$ cat config.mk
export PLATFORM = sky130hd
export DESIGN_NAME = rmq_sqrt_cell
export DESIGN_NICKNAME = d
export VERILOG_FILES = /design/src/rtl/rmq_pkg.sv /design/src/rtl/rmq_sqrt_cell.sv
export SDC_FILE = /design/constraint.sdc
export NUM_CORES = 1
export LEC_CHECK = 0
export ABC_AREA = 1
export BUFFER_PORTS_ARGS = -buffer_cell sky130_fd_sc_hd__buf_4
export CORE_UTILIZATION = 29
export CTS_BUF_LIST = sky130_fd_sc_hd__clkbuf_16
export CTS_CLUSTER_SIZE = 16
export DETAILED_ROUTE_END_ITERATION = 8
export PLACE_DENSITY_LB_ADDON = 0.08
export SYNTH_ARGS = -nofsm -noshare
export SYNTH_HDL_FRONTEND = slang
export SYNTH_SLANG_ARGS = --single-unit
$ cat constraint.sdc
create_clock -name clk -period 3.5 [get_ports clk]
set_clock_uncertainty 0.2 [all_clocks]
set_input_delay 0.525 -clock clk [delete_from_list [all_inputs] [get_ports clk]]
set_output_delay 0.525 -clock clk [all_outputs]
set_load 0.05 [all_outputs]
$ cat src/rtl/rmq_pkg.sv
// Shared constants and types for the rotation matrix to quaternion pipeline.
`default_nettype none
package rmq_pkg;

  localparam int MW          = 16;
  localparam int CW          = 19;
  localparam int MAGW        = 17;
  localparam int SQW         = 2 * MAGW;
  localparam int NW          = 36;
  localparam int VW          = 64;
  localparam int ROOTW       = VW / 2;
  localparam int REMW        = ROOTW + 2;
  localparam int DW          = ROOTW + 1;
  localparam int QW          = 15;
  localparam int NUMW        = MAGW + 29 + 1;
  localparam int SQRT_STEPS  = ROOTW;
  localparam int DIV_STEPS   = QW;
  localparam int LATENCY     = 4 + SQRT_STEPS + 1 + DIV_STEPS + 1;
  localparam logic [QW-1:0] UNIT_Q14 = 15'd16384;

  typedef enum logic [1:0] {
    BR_TRACE = 2'd0,
    BR_M00   = 2'd1,
    BR_M11   = 2'd2,
    BR_M22   = 2'd3
  } branch_t;

  typedef struct packed {
    logic                 valid;
    logic                 deg;
    branch_t              branch;
    logic [3:0]           neg;
    logic [3:0][MAGW-1:0] mag;
  } side_a_t;

  typedef struct packed {
    logic       valid;
    logic       deg;
    branch_t    branch;
    logic [3:0] neg;
  } side_b_t;

endpackage
`default_nettype wire

$ cat src/rtl/rmq_sqrt_cell.sv
// One cell of the square root chain: resolves one root bit per cycle.
`default_nettype none
module rmq_sqrt_cell import rmq_pkg::*; (
  input  wire logic             clk,
  input  wire logic [VW-1:0]    v_i,
  input  wire logic [REMW-1:0]  rem_i,
  input  wire logic [ROOTW-1:0] root_i,
  output logic      [VW-1:0]    v_r,
  output logic      [REMW-1:0]  rem_r,
  output logic      [ROOTW-1:0] root_r
);

  logic [REMW+1:0] t;
  logic [REMW+1:0] trial;
  logic            ge;
  logic [REMW-1:0] rem_nxt;

  always_comb begin
    t       = {rem_i, v_i[VW-1 -: 2]};
    trial   = {2'b00, root_i, 2'b01};
    ge      = (t >= trial);
    rem_nxt = ge ? REMW'(t - trial) : REMW'(t);
  end

  always_ff @(posedge clk) begin
    v_r    <= {v_i[VW-3:0], 2'b00};
    rem_r  <= rem_nxt;
    root_r <= {root_i[ROOTW-2:0], ge};
  end

endmodule
`default_nettype wire

## Word-level counts from Yosys, hierarchy flattened

Index checks and enable logic that the tools add are counted.

- Output and inout port bits: 130
- Flip-flop bits (word level): 128

- Add/sub/neg operators: 1
- Magnitude comparators: 1
- Muxes and demuxes: 1

Operator list:

| kind | count |
|---|---|
| >= comparator 36 x 34 -> 1 bit | 1 |
| two-way mux 34 bit | 1 |
| subtractor 34 bit | 1 |

## Logic depth before layout (Yosys ltp)

- Word-level depth: 2
- Gate-level depth with buffers: 16

## Worst setup path before layout

Ideal clock, no wire load.

- Path type: input -> register
- Start point: in root_i[13]
- End point: reg rem_r[25]
- Slack: 1279 ps
- Stages: 15
- Data arrival time: 1908 ps
- Required time: 3187 ps
- Buffers on the path: 1
- Cells stage by stage: inv_1 -> ha_1 -> nand2_1 -> inv_1 -> nand2_1 -> nand2_1 -> nand2_1 -> nand2_1 -> a21oi_1 -> nand2_1 -> nand2_1 -> nand2_4 -> buf_4 -> nand3_1 -> nand2_1

- Word-level cells in the longest chain between the ends: 2
- Elaborated cells on any way between the ends: 3
- Classes of those cells: add/sub (1); order compare (1); mux (1)

RTL lines:

| element | line | source |
|---|---|---|
| start, declared | rmq_sqrt_cell.sv:7 | `input wire logic [ROOTW-1:0] root_i,` |
| subtractor 34 bit or >= comparator 36 x 34 -> 1 bit (tied branches) | rmq_sqrt_cell.sv:22, rmq_sqrt_cell.sv:21 |  |
| two-way mux 34 bit (*) | rmq_sqrt_cell.sv:22 | `rem_nxt = ge ? REMW'(t - trial) : REMW'(t);` |
| via rem_nxt[25] | rmq_sqrt_cell.sv:16 | `logic [REMW-1:0] rem_nxt;` |
| end signal, assigned | rmq_sqrt_cell.sv:27 | `rem_r <= rem_nxt;` |
| end, declared | rmq_sqrt_cell.sv:9 | `output logic [REMW-1:0] rem_r,` |

The timed path passes the listed nets; every way through them passes the cells marked *.

## Worst setup path in the final report

- Start point: in root_i[13]
- End point: reg rem_r[15]

The elaborated chain is that of the path after synthesis.

==> impl_metrics.py <==
metrics = {
    "logic_synthesis": {
        "synth_area_leader_cell": "dfxtp_1",
        "ys.flop_type": "dfxtp_1",
        "synthArstFlopShare_pct": 0,
        "synthCells": 775,
        "synth_common_cells": "nand2_1 (288), inv_1 (139), dfxtp_1 (128)",
        "synth_most_common_cell": "nand2_1",
        "synth_edf_count": 0,
        "yosys.area.top_type_share_pct": 45.62,
        "yosys_warnings": 0,
        "synth_area_per_cell_um2": 7.247,
        "ys_seq_elements": 128,
        "yosysUniqueCellTypes": 25,
        "seq_area_frac_synth_pct": 45.62,
        "yosys-top-cells-area": "dfxtp_1 (46%), nand2_1 (19%), inv_1 (9.3%), ha_1 (7.6%), nand3_1 (3.4%)",
        "syn_area_mm2": 0.005617,
    },
    "sta": {
        "hold_viol": 0,
        "fin_crit_ps": 2952,
        "setup-violations-final": 0,
        "final_max_slew_viol_count": 0,
        "fmax_mhz": 338.8,
        "whs_ps": 17.16,
        "rsz0062_at_grt": "no",
        "tns_ps": 0,
        "fin_crit_sh_pct": 84.34,
    },
    "hold_path": {
        "min_from": "root_i[30]",
        "holdPathStages": 1,
        "min_path_type": "in -> reg",
        "min_to": "root_r[31]$_DFF_P_",
    },
    "floorplan": {
        "coreArea_mm2": 0.01883,
        "io_pins": 261,
        "dieArea_mm2": 0.01993,
        "start_util_pct": 29.83,
        "die_x_um": 141.2,
        "die_height_um": 141.2,
        "num_rows": 50,
    },
    "drt": {
        "drc_errors": 0,
        "met3_length_um": 1376,
        "routed-wl-met2_um": 9237,
        "drt-pass1-iter-count": 4,
        "ant_nets": 0,
        "vias": 5789,
        "met1_length_um": 8615,
        "drt_iter0_drc": 219,
        "routed.top_layer": "met4",
        "routedWlPerCell_um": 13.83,
        "avgViaCountPerCell": 4.117,
        "routed_wl_um": 19450,
    },
    "clock_network": {
        "clockBufferDepth": 2,
        "ctsResizeCount": 0,
        "cts_tree": "yes",
        "htree_levels": 4,
        "cts.sinks": 128,
        "cts.clk_slew.worst_paths_ps": 60,
        "clock-root-buffer": "clkbuf_16",
        "post-cts-setup-buffers": 0,
        "cts_buffers": 17,
    },
    "grt": {
        "gr-total-overflow": 0,
        "antenna_found_initial": 0,
        "grt_pass1_wl_um": 29540,
        "grt_max_degree": 34,
        "grt_pass1_vias": 5659,
        "track_usage_pct": 19.44,
    },
    "status": {
        "status": "completed",
    },
    "placed_design": {
        "place.detailed.hpwl_um": 14720,
        "port_buffers": 258,
        "place_congestion": 0.8480,
    },
    "power_and_ir_drop": {
        "p_clk_share_pct": 36.4,
        "seqPwrFrac_pct": 33.7,
        "vdd.ir_drop.worst_mv": 0.3236,
        "p_sw_w": 0.001753,
        "cellLeakagePower_nw": 5.013,
        "combPwrFrac_pct": 29.9,
        "p_per_area_mw_per_mm2": 523.7,
        "p_int_w": 0.003096,
        "p_sw_share_pct": 36.16,
    },
    "critical_path": {
        "arrival_ps": 3120,
        "worstPathCellList": "dlygate4sd3_1 -> buf_4 -> inv_1 -> ha_1 -> nand2_1 -> nor2_2 -> nand2_1 -> nor2_1 -> nand2_1 -> a21oi_2 -> nor2_1 -> nand2_4 -> buf_4 -> nand2_1 -> nand2_1",
        "crit_slowest_cell": "dlygate4sd3_1",
        "start_kind": "input pin",
        "critPathMaxFanout": 20,
        "crit_path_end_kind": "flip-flop",
        "cpPeakStageDelay_ps": 530,
        "path_class": "in -> reg",
        "critPathRequiredTime_ps": 3670,
        "cpMostUsedCell": "nand2_1",
    },
    "final_layout": {
        "drive_gt1_share_pct": 26.70,
        "fillCellCount": 1887,
        "syn_to_final_growth_pct": 64.85,
        "final_nets": 1298,
        "regArea_mm2": 0.002562,
        "multi_input_area_mm2": 0.002459,
        "num_antenna_cells": 0,
    },
    "flow_run": {
        "cap_violations": 0,
    },
}
==> cells by family (layout without fill, tap and decap cells) <==
group	after synthesis	count (layout)	share of synthesized area (%)
AOI/OAI and AO/OA	42	42	3.943
xor gates and xnor gates	18	18	2.807
adders and majority gates	34	34	7.574
buffers and inverters	148	518	10.67
DFF	128	128	45.62
other	1	2	0.06677
and+or+nand+nor	404	404	29.32
==> sequential cells by signal, summed over array words and instances, names as in the netlist <==
register,count
root_r,32
v_r,62
rem_r,34
==> power by group through the flow <==
stage | Clock, W | Sequential, W | Combinational, W
after CTS | 0.00181 | 0.00163 | 0.00146
after floorplan | 0 | 0.00216 | 0.000406
after detailed placement | 0 | 0.00166 | 0.00138
final | 0.00176 | 0.00163 | 0.00145
after global placement | 0 | 0.00167 | 0.00137
after global routing | 0.00188 | 0.00165 | 0.00156
==> layer usage <==
layer  track usage, %  vias up
li1                 -     3053
met1            22.98     2531
met2            33.90      188
met3            5.910       17
met4            5.263        0
met5                0        -
==> worst max-delay path, delay by kind of cell <==
family / cells / cell delay (ps)
adder cells (fa/ha/maj): 1 / 340
AO/OA/AOI/OAI: 1 / 110
buffers and inverters: 4 / 960
AND/OR/NAND/NOR: 9 / 1170
==> worst max path at each step <==
stage | startpoint | end | slack, ps | depth (start not counted)
after floorplan | root_i[13] | rem_r[25]$_DFF_P_ | 1280 | 15
after global placement | rem_i[13] | rem_r[19]$_DFF_P_ | 670 | 15
after detailed placement | rem_i[13] | rem_r[1]$_DFF_P_ | 640 | 12
after CTS | root_i[13] | rem_r[15]$_DFF_P_ | 530 | 15
after global routing | root_i[17] | rem_r[11]$_DFF_P_ | 190 | 17
final | root_i[13] | rem_r[15]$_DFF_P_ | 550 | 15
==> stage by stage <==
step                      instances  cell area, um2  worst slack (ps)  utilization (%)  total power, W
final                          1406            9259             548.1            49.17        0.004849
after global routing           1406            9259             193.0            49.17        0.005083
after CTS                      1404            9239             528.3            49.06        0.004900
after detailed placement       1288            7826             644.0            41.56        0.003043
after global placement         1288            7826             670.2            41.56        0.003039
after floorplan                 776            5620              1279                -        0.002563
==> final cells by class <==
type                       count  area share [%]
clock inverter                15           1.581
multi-input combinational    500           26.55
timing repair buffer         346           30.38
tap                          260           3.514
inverter                     140           5.703
clock buffer                  17           4.595
sequential                   128           27.68
==> cells in the final DEF (no fill, tap or decap), types with 15 or more instances in the layout <==
cell | Yosys | final
buf_4 | 5 | 260
ha_1 | 34 | 34
nand3_1 | 38 | 38
inv_1 | 139 | 140
clkbuf_16 | 0 | 17
xor2_1 | 15 | 15
dfxtp_1 | 128 | 128
nor2_1 | 49 | 49
a21oi_1 | 25 | 25
nand2_1 | 288 | 288
dlygate4sd3_1 | 0 | 86
==> repair_timing <==
item | in CTS | in global routing
endpoints found under the setup margin | 0 | 0
hold endpoints to repair | 84 | 2
hold buffers | 84 | 2
Note: power is estimated with default switching activity, not from simulation.
