`src/rtl/rmq_pkg.sv`:
```
// Shared constants and types for the rotation matrix to quaternion pipeline.
`default_nettype none
package rmq_pkg;

  localparam int MW          = 16;
  localparam int CW          = 19;
  localparam int MAGW        = 17;
  localparam int SQW         = 2 * MAGW;
  localparam int NW          = 36;
  localparam int VW          = 64;
  localparam int ROOTW       = VW / 2;
  localparam int REMW        = ROOTW + 2;
  localparam int DW          = ROOTW + 1;
  localparam int QW          = 15;
  localparam int NUMW        = MAGW + 29 + 1;
  localparam int SQRT_STEPS  = ROOTW;
  localparam int DIV_STEPS   = QW;
  localparam int LATENCY     = 4 + SQRT_STEPS + 1 + DIV_STEPS + 1;
  localparam logic [QW-1:0] UNIT_Q14 = 15'd16384;

  typedef enum logic [1:0] {
    BR_TRACE = 2'd0,
    BR_M00   = 2'd1,
    BR_M11   = 2'd2,
    BR_M22   = 2'd3
  } branch_t;

  typedef struct packed {
    logic                 valid;
    logic                 deg;
    branch_t              branch;
    logic [3:0]           neg;
    logic [3:0][MAGW-1:0] mag;
  } side_a_t;

  typedef struct packed {
    logic       valid;
    logic       deg;
    branch_t    branch;
    logic [3:0] neg;
  } side_b_t;

endpackage
`default_nettype wire

```
`src/rtl/rmq_div_cell.sv`:
```
// One cell of the divider chain: resolves one quotient bit per cycle.
`default_nettype none
module rmq_div_cell import rmq_pkg::*; (
  input  wire logic          clk,
  input  wire logic [DW-1:0] p_i,
  input  wire logic [QW-1:0] lo_i,
  input  wire logic [DW-1:0] d_i,
  input  wire logic [QW-1:0] q_i,
  input  wire logic          ovf_i,
  output logic      [DW-1:0] p_r,
  output logic      [QW-1:0] lo_r,
  output logic      [DW-1:0] d_r,
  output logic      [QW-1:0] q_r,
  output logic               ovf_r
);

  logic [DW:0] t;
  logic        ge;

  always_comb begin
    t  = {p_i, lo_i[QW-1]};
    ge = (t >= {1'b0, d_i});
  end

  always_ff @(posedge clk) begin
    p_r   <= ge ? DW'(t - {1'b0, d_i}) : DW'(t);
    lo_r  <= {lo_i[QW-2:0], 1'b0};
    d_r   <= d_i;
    q_r   <= {q_i[QW-2:0], ge};
    ovf_r <= ovf_i;
  end

endmodule
`default_nettype wire

```
`config.mk`:
```
export PLATFORM = sky130hd
export DESIGN_NAME = rmq_div_cell
export DESIGN_NICKNAME = d
export VERILOG_FILES = /design/src/rtl/rmq_pkg.sv /design/src/rtl/rmq_div_cell.sv
export SDC_FILE = /design/constraint.sdc
export NUM_CORES = 1
export LEC_CHECK = 0
export ABC_AREA = 0
export BUFFER_PORTS_ARGS = -buffer_cell sky130_fd_sc_hd__buf_2
export CORE_MARGIN = 2
export CORE_UTILIZATION = 47
export CTS_CLUSTER_DIAMETER = 30
export DETAILED_ROUTE_END_ITERATION = 10
export HOLD_SLACK_MARGIN = 0.15
export PLACE_DENSITY = 0.83
export SLEW_MARGIN = 20
export SYNTH_ARGS = -nofsm -noshare
export SYNTH_HDL_FRONTEND = slang
export SYNTH_SLANG_ARGS = --single-unit
```
`constraint.sdc`:
```
create_clock -name clk -period 4.1 [get_ports clk]
set_clock_uncertainty 0.15 [all_clocks]
set_input_delay 0.82 -clock clk [delete_from_list [all_inputs] [get_ports clk]]
set_output_delay 0.82 -clock clk [all_outputs]
set_load 0.05 [all_outputs]
```
; After elaboration in Yosys (flattened, before gate mapping)
; Cells that the tools add are included.
[totals]
reg_bits = 96
input_bits = 98
out_inout_bits = 97
word_cells = 8
[op_classes]
add_sub_neg = 1
n_lt_le_gt_ge = 1
muxes = 1
[ops]
columns = op, n
row1 = >= comparator 34 x 33 -> 1 bit, 1
row2 = 2-to-1 mux 33 bit, 1
row3 = subtractor 33 bit, 1

; Depth between registers and ports, before layout
; Gate-level depths: netlist (run 1).
[depth]
depth_word = 2
mapped_depth = 14
ltp_nobuf = 12

; Worst setup path before layout (run 1)
; Ideal clock, no wire load.
[synth_timing]
kind = input -> register
startpoint = input lo_i[14]
endpoint = register p_r[1]
setup_time_ns = 0.121
t_arrival_ns = 3.127
required_time_ns = 3.829
path_slack_ns = 0.701
stages = 12
n_path_buf = 1
cell_sequence = inv_1 ha_1 inv_1 fa_1 a21o_1 a221o_2 a21oi_2 o41a_4 o31ai_4 a41oi_2 buf_6 mux2_4
[synth_between]
elab_chain_cells = 2
elab_cells_between_ends = 3
cone_classes = 1 x add/sub / 1 x order compare / 1 x mux
[synth_rtl]
columns = element, line_no
row1 = from (decl), rmq_div_cell.sv:6  ; input wire logic [QW-1:0] lo_i,
row2 = subtractor 33 bit or >= comparator 34 x 33 -> 1 bit (tied branches), "rmq_div_cell.sv:26, rmq_div_cell.sv:22"
row3 = 2-to-1 mux 33 bit (*), rmq_div_cell.sv:26  ; p_r <= ge ? DW'(t - {1'b0, d_i}) : DW'(t);
row4 = to (signal assigned), rmq_div_cell.sv:26
row5 = to (decl), rmq_div_cell.sv:10  ; output logic [DW-1:0] p_r,
; Every way passes the cells marked *; elsewhere a longest branch is shown, timed or not.

; Worst setup path after layout (run 1)
[layout_timing]
startpoint = input lo_i[14]
endpoint = register p_r[32]
; Same word-level chain as after synthesis.

==> results of run 1 <==
metrics by stage:
| stage | utilization (%) | total power, mW | setup slack (ps) | cell area, um^2 |
|---|---|---|---|---|
| after floorplan | - | 1.78 | 701 | 4340 |
| after global placement | 59.2 | 1.99 | 270 | 5390 |
| after detailed placement | 59.2 | 2.00 | 229 | 5390 |
| after CTS | 61.3 | 2.61 | 612 | 5590 |
| after global routing | 61.3 | 2.72 | 405 | 5590 |
| final | 61.3 | 2.59 | 592 | 5590 |
per-layer routing:
metal	track usage (%)	routed length, um	up-vias
li1	-	-	1986
met1	24.0	4520	1761
met2	38.6	5250	147
met3	5.92	835	13
met4	6.01	116	2
met5	0	13	-
placed cells by master, fill, tap and decap left out, types with 7 or more instances in the layout:
master                       n
sky130_fd_sc_hd__nand3_1     8
sky130_fd_sc_hd__o21bai_1    8
sky130_fd_sc_hd__o21ai_0    26
sky130_fd_sc_hd__o21ai_2    18
sky130_fd_sc_hd__clkbuf_8   10
sky130_fd_sc_hd__a21oi_1    34
sky130_fd_sc_hd__ha_1       33
sky130_fd_sc_hd__dfxtp_1    96
sky130_fd_sc_hd__nand2_1    58
sky130_fd_sc_hd__xor2_1     12
sky130_fd_sc_hd__a21o_1     10
sky130_fd_sc_hd__and3_1      7
sky130_fd_sc_hd__buf_2     192
sky130_fd_sc_hd__nor2_1     15
sky130_fd_sc_hd__xnor2_1    16
sky130_fd_sc_hd__inv_1      43
registers in the layout (all words and copies together) (netlist names):
register and count:
ovf_r 1, p_r 33, lo_r 14, q_r 15, d_r 33
where the power goes:
| part | internal (mW) | switching (mW) |
|---|---|---|
| sequential | 1.03 | 0.0220 |
| combinational | 0.269 | 0.655 |
| clock | 0.252 | 0.354 |
kinds of logic after synthesis:
kind of cell	count (synthesis)	share of synthesized area, %
AOI/OAI and AO/OA	136	22.1
and+or+nand+nor	109	11.3
DFF	96	44.3
buffers and inverters	59	6.26
adders and majority gates	34	9.98
xor gates and xnor gates	28	5.65
other	1	0.0864
muxes	1	0.346
final cells by class:
type	count	area share, %
Sequential cell	96	34.4
Tap cell	111	2.49
Inverter	43	2.89
Multi-Input combinational cell	309	38.6
Timing Repair Buffer	196	18.2
Clock inverter	6	0.985
Clock buffer	10	2.46
worst max path at each step:
stage               to  cells after the start
2_1_floorplan   p_r[1]                     12
3_3_place_gp    p_r[1]                     13
3_5_place_dp   p_r[32]                     13
4_1_cts        p_r[32]                     13
5_1_grt        p_r[32]                     13
6_report       p_r[32]                     13
==> results.cfg, run 1 <==
[route]
antenna_left = 0
route.detailed.vias_per_inst = 5.07
drt_drc_violations_left = 0
route.vias.total = 3909
routed_wire_length_per_instance_um = 13.9
1st_pass_router_iterations = 4
detailedRoute.firstIterationViolations = 115
detail_route.wirelength_mm = 10.7

[timing]
finalSetupViolCount = 0
max_clock_freq_mhz = 285
final_hold_viols = 0
final_period_minus_worst_setup_slack_ps = 3510
grt_setup_unrepaired = false
report.final.slew_viol_count = 0
worst_pin_slew_ps = 487
worst_slew_margin_relative_to_its_limit_pct = 66.7
fin_hold_ws_ps = 400
fin_crit_sh_pct = 85.6
timing.setup.tns_ps = 0

[setup_path]
worst_path_dominant_cell_family = compound AO/OA/AOI/OAI gates
setup.worst_path.class = primary input to flip-flop
worstPathMaxFanout = 4
slowest_stage = sky130_fd_sc_hd__fa_1
end_kind = flip-flop
crit_path_start_kind = primary input
critPathBufInv = 3
path_cells = buf_2, inv_1, ha_1, inv_1, fa_1, a21o_1, a221o_2, a211oi_1, o21ai_0, a21oi_1, o311ai_0, xnor2_1, o21ai_0
critical_path_required_ps = 4240
timing.critical_path.from = lo_i[14]
critical-path-max-stage-delay_ps = 400
worst-endpoint-arrival_ps = 3640

[job]
max_cap_viol_count = 0

[clocking]
cts-hold-fix-buffers = 0
tritoncts = done
clock-sinks = 96
postCtsSetupBuffers = 0
cts_inserted_buffers = 9
cts_root_buffer = sky130_fd_sc_hd__clkbuf_8
clkSlewWorstSetupHoldPaths_ps = 100
max-clock-path-buffers = 2
post_cts.resized_instances = 0
h-tree-depth = 3

[cells_and_area]
fillerInstances = 796
drive_gt1_share_pct = 36.2
stdcell_count = 771
finish.net_count = 787
multi_input_comb_area_mm2 = 0.00216
n_antenna_cell = 0
ff_latch_area_mm2 = 0.00192
area_delta_synth_final_pct = 28.8

[grt]
maximum_number_of_pins_on_one_net_before_global_route_repair = 35
initial_antenna_violation_count = 1
number_of_global_route_vias_before_repair = 3732
first_pass_grt_wire_length_mm = 17.0
total_grt_usage_pct = 21.1
final_global_route_overflow_total = 0

[min_path]
holdPathStages = 1
timing.hold.worst_endpoint = q_r[11]
timing.hold.worst.class = primary input to flip-flop
hold_path.startpoint = q_i[10]

[logic_synthesis]
netlist.top_cell.by_area = sky130_fd_sc_hd__dfxtp_1
synth_most_common_cell = sky130_fd_sc_hd__dfxtp_1
synth_enable_flop_cells = 0
synth_nets = 596
yosys_warnings = 0
number_of_distinct_standard_cells_referenced_by_the_synthesized_netlist = 53
postSynthCellCount = 464
synth_area_leaders = sky130_fd_sc_hd__dfxtp_1 (44%), sky130_fd_sc_hd__ha_1 (9.5%), sky130_fd_sc_hd__nand2_1 (5.0%)
synth.yosys.seq_area_share_pct = 44.3
ys_dominant_reg_cell = sky130_fd_sc_hd__dfxtp_1
yosys_register_bits = 96
yosys-top-cells-count = sky130_fd_sc_hd__dfxtp_1 (96), sky130_fd_sc_hd__nand2_1 (58), sky130_fd_sc_hd__inv_1 (43)
netlist_area_before_placement_mm2 = 0.00434
synth_top_area_share_pct = 44.3
avg_inst_size_synth_um2 = 9.35
async_flop_share_pct = 0

[placed_design]
dp_cells = 755
detailedPlacementHpwl_mm = 8.77
global_placer_s_final_weighted_congestion = 0.816
placement.io_buffers = 192

[floorplanning]
pin_count = 195
num_rows = 35
width_of_the_die_um = 100
chipHeight_um = 100
die-area_mm2 = 0.0100
coreArea_mm2 = 0.00911
floorplan.initialDensity_pct = 47.6

[pwr]
power_per_cell_area_mw_per_mm2 = 463
ir_drop_mv = 0.214
power_leakage_nw = 2.82

[status]
run_status = complete, no violations
No activity file was read; power rests on OpenSTA's default activity.
==> inputs of run 2 (changes only) <==
- CELL_PAD_IN_SITES_DETAIL_PLACEMENT: unset -> 1
- CELL_PAD_IN_SITES_GLOBAL_PLACEMENT: unset -> 1
- CORE_UTILIZATION: 47 -> 34
==> run 2 against run 1 <==
Final area is 2.8% higher. Utilization fell by 15 points. Wire length increased by 17%. Final cell count rose by 8.0%. Clock-buffer cell count is 1 lower. Fmax fell by 0.85%. Hold slack improved by 25 ps. Critical path depth unchanged. Largest cell class unchanged. Largest power group unchanged.
==> results.cfg, run 2 (synthesis results as in run 1) <==
[clocking]
cts_root_buffer = sky130_fd_sc_hd__clkbuf_16
cts-hold-fix-buffers = 0
clock-sinks = 96
h-tree-depth = 3
clkSlewWorstSetupHoldPaths_ps = 70
max-clock-path-buffers = 2
post_cts.resized_instances = 0
tritoncts = done
cts_inserted_buffers = 9
postCtsSetupBuffers = 0

[placed_design]
place_area_mm2 = 0.00545
placement.io_buffers = 192
detailedPlacementHpwl_mm = 10.4
global_placer_s_final_weighted_congestion = 0.845

[route]
drt_drc_violations_left = 0
routed_wire_length_per_instance_um = 15.0
detail_route.wirelength_mm = 12.5
antenna_left = 0
detailedRoute.firstIterationViolations = 137
1st_pass_router_iterations = 4
route.vias.total = 3991
route.detailed.vias_per_inst = 4.79

[grt]
number_of_global_route_vias_before_repair = 4049
first_pass_grt_wire_length_mm = 19.2
final_global_route_overflow_total = 0
maximum_number_of_pins_on_one_net_before_global_route_repair = 24
initial_antenna_violation_count = 4
total_grt_usage_pct = 18.1

[status]
run_status = complete, no violations

[setup_path]
crit_path_start_kind = primary input
critical_path.endpoint = p_r[32]
timing.critical_path.from = lo_i[14]
worst-endpoint-arrival_ps = 3620
setup.worst_path.class = primary input to flip-flop
worstPathMaxFanout = 4
end_kind = flip-flop
critical_path_required_ps = 4180

[cells_and_area]
most_common_cell_after_layout_fill_and_taps_aside = sky130_fd_sc_hd__buf_2
layout.cells.most_common_list = sky130_fd_sc_hd__buf_2 (192), sky130_fd_sc_hd__dfxtp_1 (96), sky130_fd_sc_hd__nand2_1 (58), sky130_fd_sc_hd__inv_1 (43), sky130_fd_sc_hd__a21oi_1 (34)
fin_area_mm2 = 0.00574
area_delta_synth_final_pct = 32.4
finish.net_count = 787
biggestRegsByFlops = d_r (33), p_r (33), q_r (15)
drive_gt1_share_pct = 36.1

[timing]
fin_crit_sh_pct = 86.3
final_period_minus_worst_setup_slack_ps = 3540
finalSetupViolCount = 0
timing.setup.tns_ps = 0
report.final.slew_viol_count = 0
max_clock_freq_mhz = 283
worst_pin_slew_ps = 551
worst_slew_margin_relative_to_its_limit_pct = 63.0
final_hold_viols = 0
grt_setup_unrepaired = false

[floorplanning]
coreArea_mm2 = 0.0125
width_of_the_die_um = 117
num_rows = 41
floorplan.initialDensity_pct = 34.7
pin_count = 195
chipHeight_um = 117
die-area_mm2 = 0.0137

[min_path]
holdPathStages = 1
timing.hold.worst.class = primary input to flip-flop

[pwr]
power_per_cell_area_mw_per_mm2 = 493
power_leakage_nw = 2.85
ir_drop_mv = 0.176

[job]
max_cap_viol_count = 0
-- run 2: cell count changes in the layout (fill, tap and decap cells not counted), sizes merged --
cell,delta
inv,-3
diode,+2
clkinvlp,+2
clkbuf,-1
bufinv,+1
-- run 2: per-stage QoR --
step | std cells | power [mW] | setup WS (ps) | hold slack [ps] | util (%)
6_report | 833 | 2.83 | 562 | 425 | 45.9
5_1_grt | 831 | 2.98 | 296 | 405 | 45.8
4_1_cts | 831 | 2.87 | 530 | 412 | 45.8
3_5_place_dp | 816 | 2.02 | 164 | 774 | 43.5
3_3_place_gp | 816 | 2.00 | 257 | 772 | 43.5
2_1_floorplan | 464 | 1.78 | 701 | 698 | -
-- run 2: area by class of cell --
class / count / area [um^2]
clock buffer: 9 / 225
tap: 172 / 215
multi-input combinational: 309 / 2160
fill: 1554 / 6770
inverter: 43 / 161
antenna: 2 / 5.00
sequential: 96 / 1920
clock inverter: 6 / 67.6
timing repair buffer: 196 / 991
-- run 2: how the worst min path moves through the flow --
stage / start / end / slack (ps)
after CTS: lo_i[1] / lo_r[2] / 410
after global routing: lo_i[1] / lo_r[2] / 400
after detailed placement: lo_i[13] / lo_r[14] / 770
after floorplan: d_i[0] / d_r[0] / 700
final: q_i[6] / q_r[7] / 420
after global placement: q_i[7] / q_r[8] / 770
-- run 2: report_power, final --
group	total, mW	internal [mW]	switching, mW
Combinational	0.934	0.265	0.669
Clock	0.841	0.473	0.368
Sequential	1.06	1.03	0.0237
Total	2.83	1.77	1.06
-- run 2: routing by layer --
metal,wire [um],track usage (%),share of wire (%),vias to the layer above
li1,-,-,-,1991
met1,5190,20.9,41,1841
met2,6050,31.7,48,133
met3,1070,6.39,8.6,22
met4,190,5.65,1.5,4
met5,18,0,0.14,-
-- run 2: critical path, cell delays in order --
cell and delay, ps:
sky130_fd_sc_hd__buf_2 100, sky130_fd_sc_hd__inv_1 50, sky130_fd_sc_hd__ha_1 160, sky130_fd_sc_hd__inv_1 60, sky130_fd_sc_hd__fa_1 400, sky130_fd_sc_hd__a21o_1 220
sky130_fd_sc_hd__a221o_2 400, sky130_fd_sc_hd__a211oi_1 340, sky130_fd_sc_hd__o21ai_0 260, sky130_fd_sc_hd__a21oi_1 320, sky130_fd_sc_hd__o311ai_0 200, sky130_fd_sc_hd__xnor2_1 170
sky130_fd_sc_hd__o21ai_0 80
